[config.mk]
export PLATFORM = sky130hd
export DESIGN_NAME = sip_qvalue_parser
export DESIGN_NICKNAME = d
export VERILOG_FILES = /design/src/rtl/qvp_pkg.sv /design/src/rtl/sip_qvalue_parser.sv /design/src/rtl/qvp_in_stage.sv /design/src/rtl/qvp_parser.sv
export SDC_FILE = /design/constraint.sdc
export NUM_CORES = 1
export LEC_CHECK = 0
export BUFFER_PORTS_ARGS = -buffer_cell sky130_fd_sc_hd__clkbuf_2
export CORE_MARGIN = 2
export CORE_UTILIZATION = 35
export DETAILED_ROUTE_END_ITERATION = 10
export GPL_TIMING_DRIVEN = 0
export SYNTH_ARGS = -nofsm -noshare
export SYNTH_HDL_FRONTEND = slang
export SYNTH_SLANG_ARGS = --single-unit
[constraint.sdc]
create_clock -name clk_i -period 3.8 [get_ports clk_i]
set_input_delay 0.57 -clock clk_i [delete_from_list [all_inputs] [get_ports clk_i]]
set_output_delay 0.57 -clock clk_i [all_outputs]
set_load 0.02 [all_outputs]
[src/rtl/qvp_pkg.sv]
`timescale 1ns / 1ps
`default_nettype none

package qvp_pkg;

  // Result status codes.
  typedef enum logic [2:0] {
    ST_OK      = 3'd0,
    ST_INV     = 3'd1,
    ST_BIG     = 3'd2,
    ST_EMPTY   = 3'd3,
    ST_DECMISS = 3'd4
  } qvp_status_e;

  // Parser phases, one-hot.
  typedef enum logic [6:0] {
    PH_START = 7'b0000001,
    PH_ZERO  = 7'b0000010,
    PH_ONE   = 7'b0000100,
    PH_ZPT   = 7'b0001000,
    PH_OPT   = 7'b0010000,
    PH_OPT0  = 7'b0100000,
    PH_FRAC  = 7'b1000000
  } qvp_phase_e;

  localparam logic [9:0] Q_ONE      = 10'd1000;
  localparam logic [6:0] W_HUNDREDS = 7'd100;
  localparam logic [6:0] W_TENS     = 7'd10;
  localparam logic [6:0] W_UNITS    = 7'd1;
  localparam logic [6:0] W_NONE     = 7'd0;

  localparam logic [7:0] CH_SPACE = 8'h20;
  localparam logic [7:0] CH_TAB   = 8'h09;
  localparam logic [7:0] CH_ZERO  = 8'h30;
  localparam logic [7:0] CH_ONE   = 8'h31;
  localparam logic [7:0] CH_NINE  = 8'h39;
  localparam logic [7:0] CH_POINT = 8'h2E;

  typedef struct packed {
    logic       end_mark;
    logic [7:0] char_code;
  } qvp_item_t;

  typedef struct packed {
    logic [9:0]  q_thousandths;
    qvp_status_e status;
  } qvp_result_t;

endpackage

`default_nettype wire

[src/rtl/sip_qvalue_parser.sv]
`timescale 1ns / 1ps
`default_nettype none

// Channel | Direction | Handshake               | Payload
// in      | input     | in_valid_i / in_stall_o  | char_code_i[7:0], end_mark_i
// out     | output    | out_valid_o / out_stall_i| q_thousandths_o[9:0], status_o[2:0]
//
// One character per cycle while no end mark is held back. A transaction is registered in the
// input register; when it moves on, the parser state and, for an end mark, the result
// register update, so a result is valid in the cycle after its end mark leaves the input
// register and can leave as soon as the receiver does not stall.
// Reset clears the parser to the start phase and empties both registers.
// Character transactions keep flowing while a result waits; only an end mark
// holds in the input register until the result register is free.

module sip_qvalue_parser
  import qvp_pkg::*;
(
  input  wire logic       clk_i,
  input  wire logic       rst_ni,
  input  wire logic       in_valid_i,
  output logic            in_stall_o,
  input  wire logic [7:0] char_code_i,
  input  wire logic       end_mark_i,
  output logic            out_valid_o,
  input  wire logic       out_stall_i,
  output logic [9:0]      q_thousandths_o,
  output logic [2:0]      status_o
);

  qvp_item_t   in_item;
  qvp_item_t   s1_item;
  logic        s1_valid;
  logic        s1_adv;
  logic        out_free;
  qvp_result_t result;

  logic        out_valid_q, out_valid_d;
  qvp_result_t out_q;

  assign in_item.end_mark  = end_mark_i;
  assign in_item.char_code = char_code_i;

  assign out_free = !out_valid_q || !out_stall_i;
  assign s1_adv   = s1_valid && (!s1_item.end_mark || out_free);

  qvp_in_stage u_in_stage (
    .clk_i      (clk_i),
    .rst_ni     (rst_ni),
    .in_valid_i (in_valid_i),
    .in_item_i  (in_item),
    .in_stall_o (in_stall_o),
    .adv_i      (s1_adv),
    .valid_o    (s1_valid),
    .item_o     (s1_item)
  );

  qvp_parser u_parser (
    .clk_i    (clk_i),
    .rst_ni   (rst_ni),
    .adv_i    (s1_adv),
    .item_i   (s1_item),
    .result_o (result)
  );

  always_comb begin
    out_valid_d = out_valid_q;
    if (s1_adv && s1_item.end_mark) begin
      out_valid_d = 1'b1;
    end else if (!out_stall_i) begin
      out_valid_d = 1'b0;
    end
  end

  always_ff @(posedge clk_i or negedge rst_ni) begin
    if (!rst_ni) begin
      out_valid_q <= 1'b0;
    end else begin
      out_valid_q <= out_valid_d;
    end
  end

  always_ff @(posedge clk_i) begin
    if (s1_adv && s1_item.end_mark) begin
      out_q <= result;
    end
  end

  assign out_valid_o     = out_valid_q;
  assign q_thousandths_o = out_q.q_thousandths;
  assign status_o        = out_q.status;

  // An end mark is held back only by a result that is still waiting.
  a_end_hold: assert property (@(posedge clk_i) disable iff (!rst_ni)
    (s1_valid && s1_item.end_mark && !s1_adv) |-> (out_valid_o && out_stall_i))
    else $error("end mark held without a blocked result");

  a_stall_full: assert property (@(posedge clk_i) disable iff (!rst_ni)
    in_stall_o |-> s1_valid)
    else $error("input stalled with an empty input register");

  a_end_result: assert property (@(posedge clk_i) disable iff (!rst_ni)
    (s1_adv && s1_item.end_mark) |=> out_valid_o)
    else $error("end mark did not produce a result");

  a_err_zero: assert property (@(posedge clk_i) disable iff (!rst_ni)
    (out_valid_o && status_o != ST_OK) |-> (q_thousandths_o == 10'd0))
    else $error("nonzero value reported with an error status");

endmodule

`default_nettype wire

[src/rtl/qvp_in_stage.sv]
`timescale 1ns / 1ps
`default_nettype none

module qvp_in_stage
  import qvp_pkg::*;
(
  input  wire logic      clk_i,
  input  wire logic      rst_ni,
  input  wire logic      in_valid_i,
  input  wire qvp_item_t in_item_i,
  output logic           in_stall_o,
  input  wire logic      adv_i,
  output logic           valid_o,
  output qvp_item_t      item_o
);

  logic      valid_q, valid_d;
  qvp_item_t item_q;
  logic      accept;

  // The stage only holds when its transaction cannot move on.
  assign in_stall_o = valid_q && !adv_i;
  assign accept     = in_valid_i && !in_stall_o;

  always_comb begin
    valid_d = valid_q;
    if (accept) begin
      valid_d = 1'b1;
    end else if (adv_i) begin
      valid_d = 1'b0;
    end
  end

  always_ff @(posedge clk_i or negedge rst_ni) begin
    if (!rst_ni) begin
      valid_q <= 1'b0;
    end else begin
      valid_q <= valid_d;
    end
  end

  always_ff @(posedge clk_i) begin
    if (accept) begin
      item_q <= in_item_i;
    end
  end

  assign valid_o = valid_q;
  assign item_o  = item_q;

endmodule

`default_nettype wire

[src/rtl/qvp_parser.sv]
`timescale 1ns / 1ps
`default_nettype none

module qvp_parser
  import qvp_pkg::*;
(
  input  wire logic      clk_i,
  input  wire logic      rst_ni,
  input  wire logic      adv_i,
  input  wire qvp_item_t item_i,
  output qvp_result_t    result_o
);

  qvp_phase_e  phase_q, phase_d;
  logic [9:0]  value_q, value_d;
  logic [6:0]  weight_q, weight_d;
  qvp_status_e err_q, err_d;

  logic [7:0]  c;
  logic        is_digit;
  logic [3:0]  digit;
  logic [9:0]  prod;
  logic [6:0]  weight_next;
  logic [9:0]  frac_sum;

  assign c        = item_i.char_code;
  assign is_digit = (c >= CH_ZERO) && (c <= CH_NINE);
  assign digit    = c[3:0];
  assign prod     = 10'({6'd0, digit} * {3'd0, weight_q});
  assign frac_sum = 10'(value_q + prod);

  // Weight of the following decimal; it drops to zero after the third one.
  always_comb begin
    case (weight_q)
      W_HUNDREDS: weight_next = W_TENS;
      W_TENS:     weight_next = W_UNITS;
      default:    weight_next = W_NONE;
    endcase
  end

  always_comb begin
    result_o.q_thousandths = 10'd0;
    if (err_q != ST_OK) begin
      result_o.status = err_q;
    end else if (phase_q == PH_START) begin
      result_o.status = ST_EMPTY;
    end else if (phase_q == PH_ZPT || phase_q == PH_OPT) begin
      result_o.status = ST_DECMISS;
    end else begin
      result_o.status        = ST_OK;
      result_o.q_thousandths = value_q;
    end
  end

  always_comb begin
    phase_d  = phase_q;
    value_d  = value_q;
    weight_d = weight_q;
    err_d    = err_q;
    if (adv_i) begin
      if (item_i.end_mark) begin
        phase_d  = PH_START;
        value_d  = 10'd0;
        weight_d = W_HUNDREDS;
        err_d    = ST_OK;
      end else if (err_q == ST_OK) begin
        case (phase_q)
          PH_START: begin
            if (c == CH_SPACE || c == CH_TAB) begin
              phase_d = PH_START;
            end else if (c == CH_ZERO) begin
              value_d = 10'd0;
              phase_d = PH_ZERO;
            end else if (c == CH_ONE) begin
              value_d = Q_ONE;
              phase_d = PH_ONE;
            end else if (c == CH_POINT) begin
              phase_d = PH_ZPT;
            end else begin
              err_d = ST_INV;
            end
          end
          PH_ZERO: begin
            if (c == CH_ZERO) begin
              phase_d = PH_ZERO;
            end else if (c == CH_POINT) begin
              phase_d = PH_ZPT;
            end else if (c == CH_ONE) begin
              value_d = Q_ONE;
              phase_d = PH_ONE;
            end else begin
              err_d = is_digit ? ST_BIG : ST_INV;
            end
          end
          PH_ONE: begin
            if (c == CH_POINT) begin
              phase_d = PH_OPT;
            end else begin
              err_d = is_digit ? ST_BIG : ST_INV;
            end
          end
          PH_ZPT: begin
            if (is_digit) begin
              value_d  = prod;
              weight_d = weight_next;
              phase_d  = PH_FRAC;
            end else begin
              err_d = ST_INV;
            end
          end
          PH_OPT, PH_OPT0: begin
            if (c == CH_ZERO) begin
              phase_d = PH_OPT0;
            end else begin
              err_d = is_digit ? ST_BIG : ST_INV;
            end
          end
          PH_FRAC: begin
            if (is_digit) begin
              value_d  = frac_sum;
              weight_d = weight_next;
            end else begin
              err_d = ST_INV;
            end
          end
          default: begin
            phase_d = PH_START;
          end
        endcase
      end
    end
  end

  always_ff @(posedge clk_i or negedge rst_ni) begin
    if (!rst_ni) begin
      phase_q  <= PH_START;
      value_q  <= 10'd0;
      weight_q <= W_HUNDREDS;
      err_q    <= ST_OK;
    end else begin
      phase_q  <= phase_d;
      value_q  <= value_d;
      weight_q <= weight_d;
      err_q    <= err_d;
    end
  end

endmodule

`default_nettype wire

==> out/metrics.cfg, run 1 <==
[outcome]
status = complete, but fails checks
violations = setup timing

[min_path]
holdCritPathClass = input pin to async pin

[die]
initial_core_util = 0.361
core-area_mm2 = 0.00982
fp-row-count = 36
die_area_mm2 = 0.0110
die_x_um = 105
die_h_um = 105
io_pins = 28

[power_and_ir_drop]
peakVddDrop_mv = 0.277
power.density_mw_per_mm2 = 576
leakage_nw = 1.85

[clocking]
insertion_delay_ns = 0.31
cts_max_level = 2
cts_tree = yes
cts_made_buffers = 5
cts-root-buf = clkbuf_8
cts_hold_buf = 0
clock-sinks = 46
cts.clk_slew.worst_paths_ns = 0.10
clk_path_buf_depth = 2

[sta]
layout_setup_ws_ns = -0.324
max-slew-margin-rel = 0.286
period_share = 1.09
setup_viol_count_final = 4
clock_skew_ns = 0.00897
tightest_slew_ns = 1.06
fmax_mhz = 243
hold_viol_final = 0
fin_crit_ns = 4.12
slew_viol_final = 0
grt_setup_unrepaired = yes

[detailed_routing]
vias_per_cell = 5.33
final_antenna_net_count = 0
first_pass_iters = 4
drc = 0
drt-total-wl_um = 8230
post_drt_wl_per_cell_um = 15.0
num_vias = 2930
first_iter_violations = 197

[cells_and_area]
layout.cells.non_filler = 550
fin_nets = 462
layout-drive-gt1-share = 0.242
area_delta_synth_final_pct = 19.7
antenna_cells = 0

[setup_path]
worst_setup_path_end_kind = register
critical_path_class = register to register
cp_common_cell = fa_1
worstPathRequired_ns = 4.01
cpMaxStageDelayCell = dfstp_2
startpoint_type = register
worst_path_largest_cell_delay_ns = 0.59
critPathArrivalTime_ns = 4.33
critPathMaxFanout = 6
crit_chain = nand2_2, fa_1, inv_1, fa_1, ha_1, a21oi_2, nor2b_1, nor2_1, xnor2_2, ha_2, or4_1, o21ai_2, xnor2_1, a221oi_2, a211oi_1, a21o_1

[global_routing]
first_global_vias = 2786
grt_first_pass_wirelength_um = 13500
antenna_found_initial = 0
grt.overflow.total = 0
grt_use_total = 0.153
grt_max_degree = 25

[synthesis]
ys_ff_latch = 46
synth_edf_count = 22
synthesis.area_mm2 = 0.00355
yosysWarnings = 0
async_reset_ff_frac = 0.522
ys_types = 66
postSynthAreaPerCell_um2 = 9.62
seq_area_frac_synth = 0.356
synth_cells = 369
synthFlopType = edfxtp_1
syn_nets = 415

[placed_design]
gp_congestion = 0.831
dp_cells = 529
port_buffers = 27
dp_hpwl_um = 6170
place_ws_ns = -0.443

[flow_run]
cap_violations = 0

==> cell families (layout without fill, tap and decap cells) <==
logic type               Yosys count  count (layout)  synth area share
XOR/XNOR                          16              16            0.0434
AND/OR/NAND/NOR                  113             113             0.182
flip-flops                        46              46             0.356
adder cells (fa/ha/maj)           33              33             0.131
buffers and inverters             47              95            0.0547
AO/OA/AOI/OAI                    108             108             0.211
multiplexers                       6               6            0.0226
==> path summary, 6_finish.rpt <==
check	start	endpoint	cells past startpoint	slack, ns
min in group clk_i	char_code_i[2]	u_in_stage.item_o[2]	1	0.43
min reg2reg	u_parser.value_q[0]	u_parser.value_q[0]	1	0.53
max reg2reg	u_parser.weight_q[5]	u_parser.value_q[8]	16	-0.32
min	rst_ni	u_parser.err_q[0]	1	0.25
max in group asynchronous	rst_ni	u_parser.value_q[6]	1	3.16
max	u_parser.weight_q[5]	u_parser.value_q[8]	16	-0.32
==> metrics by stage <==
stage / instance area, um2 / power [W] / TNS (ns) / util / hold WS (ns)
after global routing: 4250 / 0.00264 / -1.53 / 0.432 / 0.299
after CTS: 4120 / 0.00228 / -0.790 / 0.420 / 0.270
after floorplan: 3610 / 0.00159 / -0.0425 / - / 0.274
after detailed placement: 3910 / 0.00185 / -1.13 / 0.398 / 0.509
after global placement: 3910 / 0.00182 / -1.03 / 0.398 / 0.503
final: 4250 / 0.00244 / -0.815 / 0.432 / 0.247
==> what timing repair did <==
item,4_1_cts,5_1_grt
gates resized for setup,9,13
endpoints found under the setup margin,4,5
buffers inserted,9,4
pin swaps,7,11
==> cell type report <==
type	count	area [um2]
Timing Repair Buffer	40	233
Sequential cell	46	1260
Clock buffer	5	68.8
Buffer	15	83.8
Inverter	32	120
Tap cell	133	166
Multi-Input combinational cell	276	2280
Fill cell	983	5570
Clock inverter	3	28.8
==> state kept, by name (all words and copies together) (netlist names) <==
signal / flops
u_parser.value_q: 10
u_parser.weight_q: 3
out_valid_o: 1
u_parser.err_q: 2
u_parser.phase_q: 7
status_o: 3
u_in_stage.valid_o: 1
q_thousandths_o: 10
u_in_stage.item_o: 9
==> report_power, final <==
part	internal, W	total (W)	switching, W	leakage, nW
Combinational	0.000699	0.00145	0.000755	1.27
Clock	0.000138	0.000335	0.000197	0.0506
Sequential	0.000594	0.000655	0.0000609	0.532
Total	0.00143	0.00244	0.00101	1.85
==> worst max-delay path, delay by kind of cell (launching register included) <==
| family | cells | cell delay, ns |
|---|---|---|
| flops | 1 | 0.59 |
| fa+ha+maj | 4 | 1.49 |
| simple gates | 4 | 0.84 |
| compound gates | 5 | 0.84 |
| xor+xnor | 2 | 0.22 |
| buf+inv | 1 | 0.05 |
==> Yosys cell counts (5+ instances only) <==
cell | count | share of area
o21a_1 | 9 | 0.019
a21oi_1 | 23 | 0.032
ha_1 | 26 | 0.092
a21o_1 | 9 | 0.019
o31a_1 | 5 | 0.012
fa_1 | 7 | 0.039
nor3_1 | 10 | 0.014
edfxtp_1 | 22 | 0.19
nand4_1 | 5 | 0.0088
clkbuf_1 | 10 | 0.011
xnor2_1 | 12 | 0.030
nor2_1 | 13 | 0.014
dfrtp_1 | 22 | 0.16
nand2_1 | 26 | 0.028
inv_1 | 32 | 0.034
and2_1 | 19 | 0.033
o21ai_0 | 18 | 0.025
a211oi_1 | 5 | 0.011
==> cells in the final DEF, fill, tap and decap left out, drive strengths merged, types with 5 or more instances in the layout <==
master / instances
nand2: 27
or3: 5
ha: 26
and2: 19
a21o: 9
nand4: 5
o21ai: 19
o21a: 9
o31a: 5
a21oi: 23
nor2: 13
nor3: 11
edfxtp: 22
buf: 18
xnor2: 12
dfrtp: 22
clkbuf: 42
fa: 7
a211oi: 5
inv: 34
==> per-layer routing <==
metal	wire, um	part of all wire	global-route usage	vias up
met1	3850	0.47	0.216	1376
met5	0	0	0	-
li1	-	-	-	1452
met3	492	0.060	0.0281	8
met4	78	0.0095	0.0467	0
met2	3800	0.46	0.239	94
(Power assumes the default switching activity.)
==> inputs of run 2 (changes only) <==
- GPL_TIMING_DRIVEN: 0 -> not set
==> out/metrics.cfg, run 2 (synthesized netlist as in run 1, its figures left out) <==
[setup_path]
r2r_start = u_parser.weight_q[5]
cp-startpoint = u_parser.weight_q[5]
critical_path_class = register to register
critPathArrivalTime_ns = 4.22  ; -0.11 ns
startpoint_type = register
critPathMaxFanout = 4  ; -2
worst_setup_path_end_kind = register
rrSetupSlack_ns = -0.22  ; +0.11 ns
ff2ff_path_depth = 16  ; unchanged
worstPathRequired_ns = 4.01  ; about the same

[power_and_ir_drop]
switching_share = 0.410  ; -0.00411
power.density_mw_per_mm2 = 586  ; +1.8%
p_int_w = 0.00152  ; +6.1%
peakVddDrop_mv = 0.261  ; -5.9%
seq_power_share = 0.267  ; about the same
p_comb_frac = 0.606  ; +0.011
p_clk_frac = 0.127  ; -0.010
p_sw_w = 0.00106  ; +4.4%
leakage_nw = 1.93  ; +4.5%

[cells_and_area]
fillers = 958  ; -2.5%
layout-drive-gt1-share = 0.298  ; +0.0562
fin_nets = 474  ; +2.6%
layout_commonest_cell = buf_4
antenna_cells = 0  ; unchanged
area_delta_synth_final_pct = 24.0
layout_common_cells = 39 x buf_4, 29 x inv_1, 27 x clkbuf_2
layout.cells.non_filler = 562  ; +2.2%

[placed_design]
gp_congestion = 0.845  ; +1.7%
place_ws_ns = -0.289  ; +0.154 ns
dp_hpwl_um = 6340  ; +2.8%
dp_cells = 549  ; +3.8%
port_buffers = 27  ; unchanged

[die]
die_area_mm2 = 0.0110  ; unchanged
io_pins = 28  ; unchanged
core-area_mm2 = 0.00982  ; unchanged
die_x_um = 105  ; unchanged
fp-row-count = 36  ; unchanged
initial_core_util = 0.361  ; unchanged
die_h_um = 105  ; unchanged

[min_path]
holdCritPathClass = input pin to async pin

[sta]
tightest_slew_ns = 1.15  ; +0.0910 ns
grt_setup_unrepaired = yes
setup_viol_count_final = 4  ; unchanged
fmax_mhz = 249  ; +2.7%
hold_viol_final = 0  ; unchanged
fin_crit_ns = 4.02  ; -0.108 ns
slew_viol_final = 0  ; unchanged
clock_skew_ns = 0.00377  ; -0.00519 ns
max-slew-margin-rel = 0.224  ; -0.0615
period_share = 1.06  ; -0.0284
layout_setup_ws_ns = -0.216  ; +0.108 ns

[clocking]
cts.clk_slew.worst_paths_ns = 0.10  ; about the same
cts_made_buffers = 5  ; unchanged
cts-root-buf = clkbuf_8
insertion_delay_ns = 0.31  ; about the same
clk_path_buf_depth = 2  ; unchanged
cts_tree = yes
cts_max_level = 2  ; unchanged
cts_hold_buf = 0  ; unchanged
clock-sinks = 46  ; unchanged

[detailed_routing]
drt-total-wl_um = 8410  ; +2.2%
final_antenna_net_count = 0  ; unchanged
post_drt_wl_per_cell_um = 15.0  ; about the same
num_vias = 2970  ; +1.4%
first_iter_violations = 140  ; -29%
vias_per_cell = 5.28  ; -0.80%
first_pass_iters = 5  ; +1
drc = 0  ; unchanged

[global_routing]
grt_use_total = 0.155  ; +0.00218
grt_max_degree = 25  ; unchanged
first_global_vias = 2788  ; +0.072%
antenna_found_initial = 0  ; unchanged
grt_first_pass_wirelength_um = 13800  ; +2.0%
grt.overflow.total = 0  ; unchanged

[outcome]
violations = setup timing
status = complete, but fails checks

[flow_run]
cap_violations = 0  ; unchanged

[run 2: cell count changes in the layout (fill, tap and decap cells not counted), sizes merged]
cell,delta
buf,+22
clkinvlp,+1
clkbuf,-10
clkinv,-1
[run 2: routing by layer]
metal	vias to the layer above	share of wire	wire length, um	track usage
li1	1471	-	-	-
met1	1392	0.47	3920	0.220
met4	0	0.017	147	0.0457
met3	11	0.055	465	0.0299
met5	-	0	0	0
met2	96	0.46	3870	0.241
[run 2: path summary, 6_finish.rpt]
kind / endpoint
setup / recovery: u_parser.value_q[8]
hold / removal: u_parser.phase_q[4]
setup reg to reg: u_parser.value_q[8]
hold reg to reg: u_parser.value_q[0]
max in group asynchronous: u_parser.value_q[5]
min in group clk_i: u_in_stage.item_o[0]
[run 2: critical path, cell delays in order (launching register included)]
cell,delay [ns]
dfstp_2,0.57
nand2_2,0.06
fa_1,0.49
inv_2,0.04
fa_1,0.53
inv_1,0.06
fa_2,0.37
nor2b_4,0.13
o31a_1,0.21
a21oi_2,0.08
ha_4,0.18
or4_4,0.47
o21ai_2,0.15
xnor2_1,0.09
a221oi_2,0.24
a211oi_1,0.07
a21o_1,0.17
[run 2: per-stage QoR]
stage                     TNS (ns)  utilization  hold WS (ns)  instance area (um2)  power, W
final                       -0.617        0.448         0.263                 4400   0.00258
after global routing         -1.40        0.448         0.298                 4400   0.00277
after CTS                   -0.668        0.433         0.277                 4250   0.00243
after detailed placement    -0.953        0.417         0.508                 4100   0.00202
after global placement      -0.529        0.417         0.504                 4100   0.00200
after floorplan            -0.0425            -         0.274                 3610   0.00159
[run 2: final cells by class]
class                   count  area, um2  share of cell area
repair buffers             67        439              0.0998
flip-flops and latches     46       1260               0.287
clock inverters             3       27.5             0.00626
inverters                  32        120              0.0273
clock buffers               5       68.8              0.0156
multi-input cells         276       2310               0.526
well taps                 133        166              0.0378
[run 2: repair_timing]
| item | CTS | global route |
|---|---|---|
| setup buffers | 3 | 3 |
| gates resized for setup | 8 | 24 |
| endpoints found under the setup margin | 4 | 5 |
| pin swaps | 7 | 21 |
[run 2: power by group through the flow]
stage	sequential (W)	combinational (W)	clock (W)
3_3_place_gp	0.000692	0.00130	0
5_1_grt	0.000697	0.00171	0.000360
2_1_floorplan	0.000666	0.000928	0
6_report	0.000688	0.00156	0.000328
4_1_cts	0.000683	0.00141	0.000339
3_5_place_dp	0.000694	0.00133	0
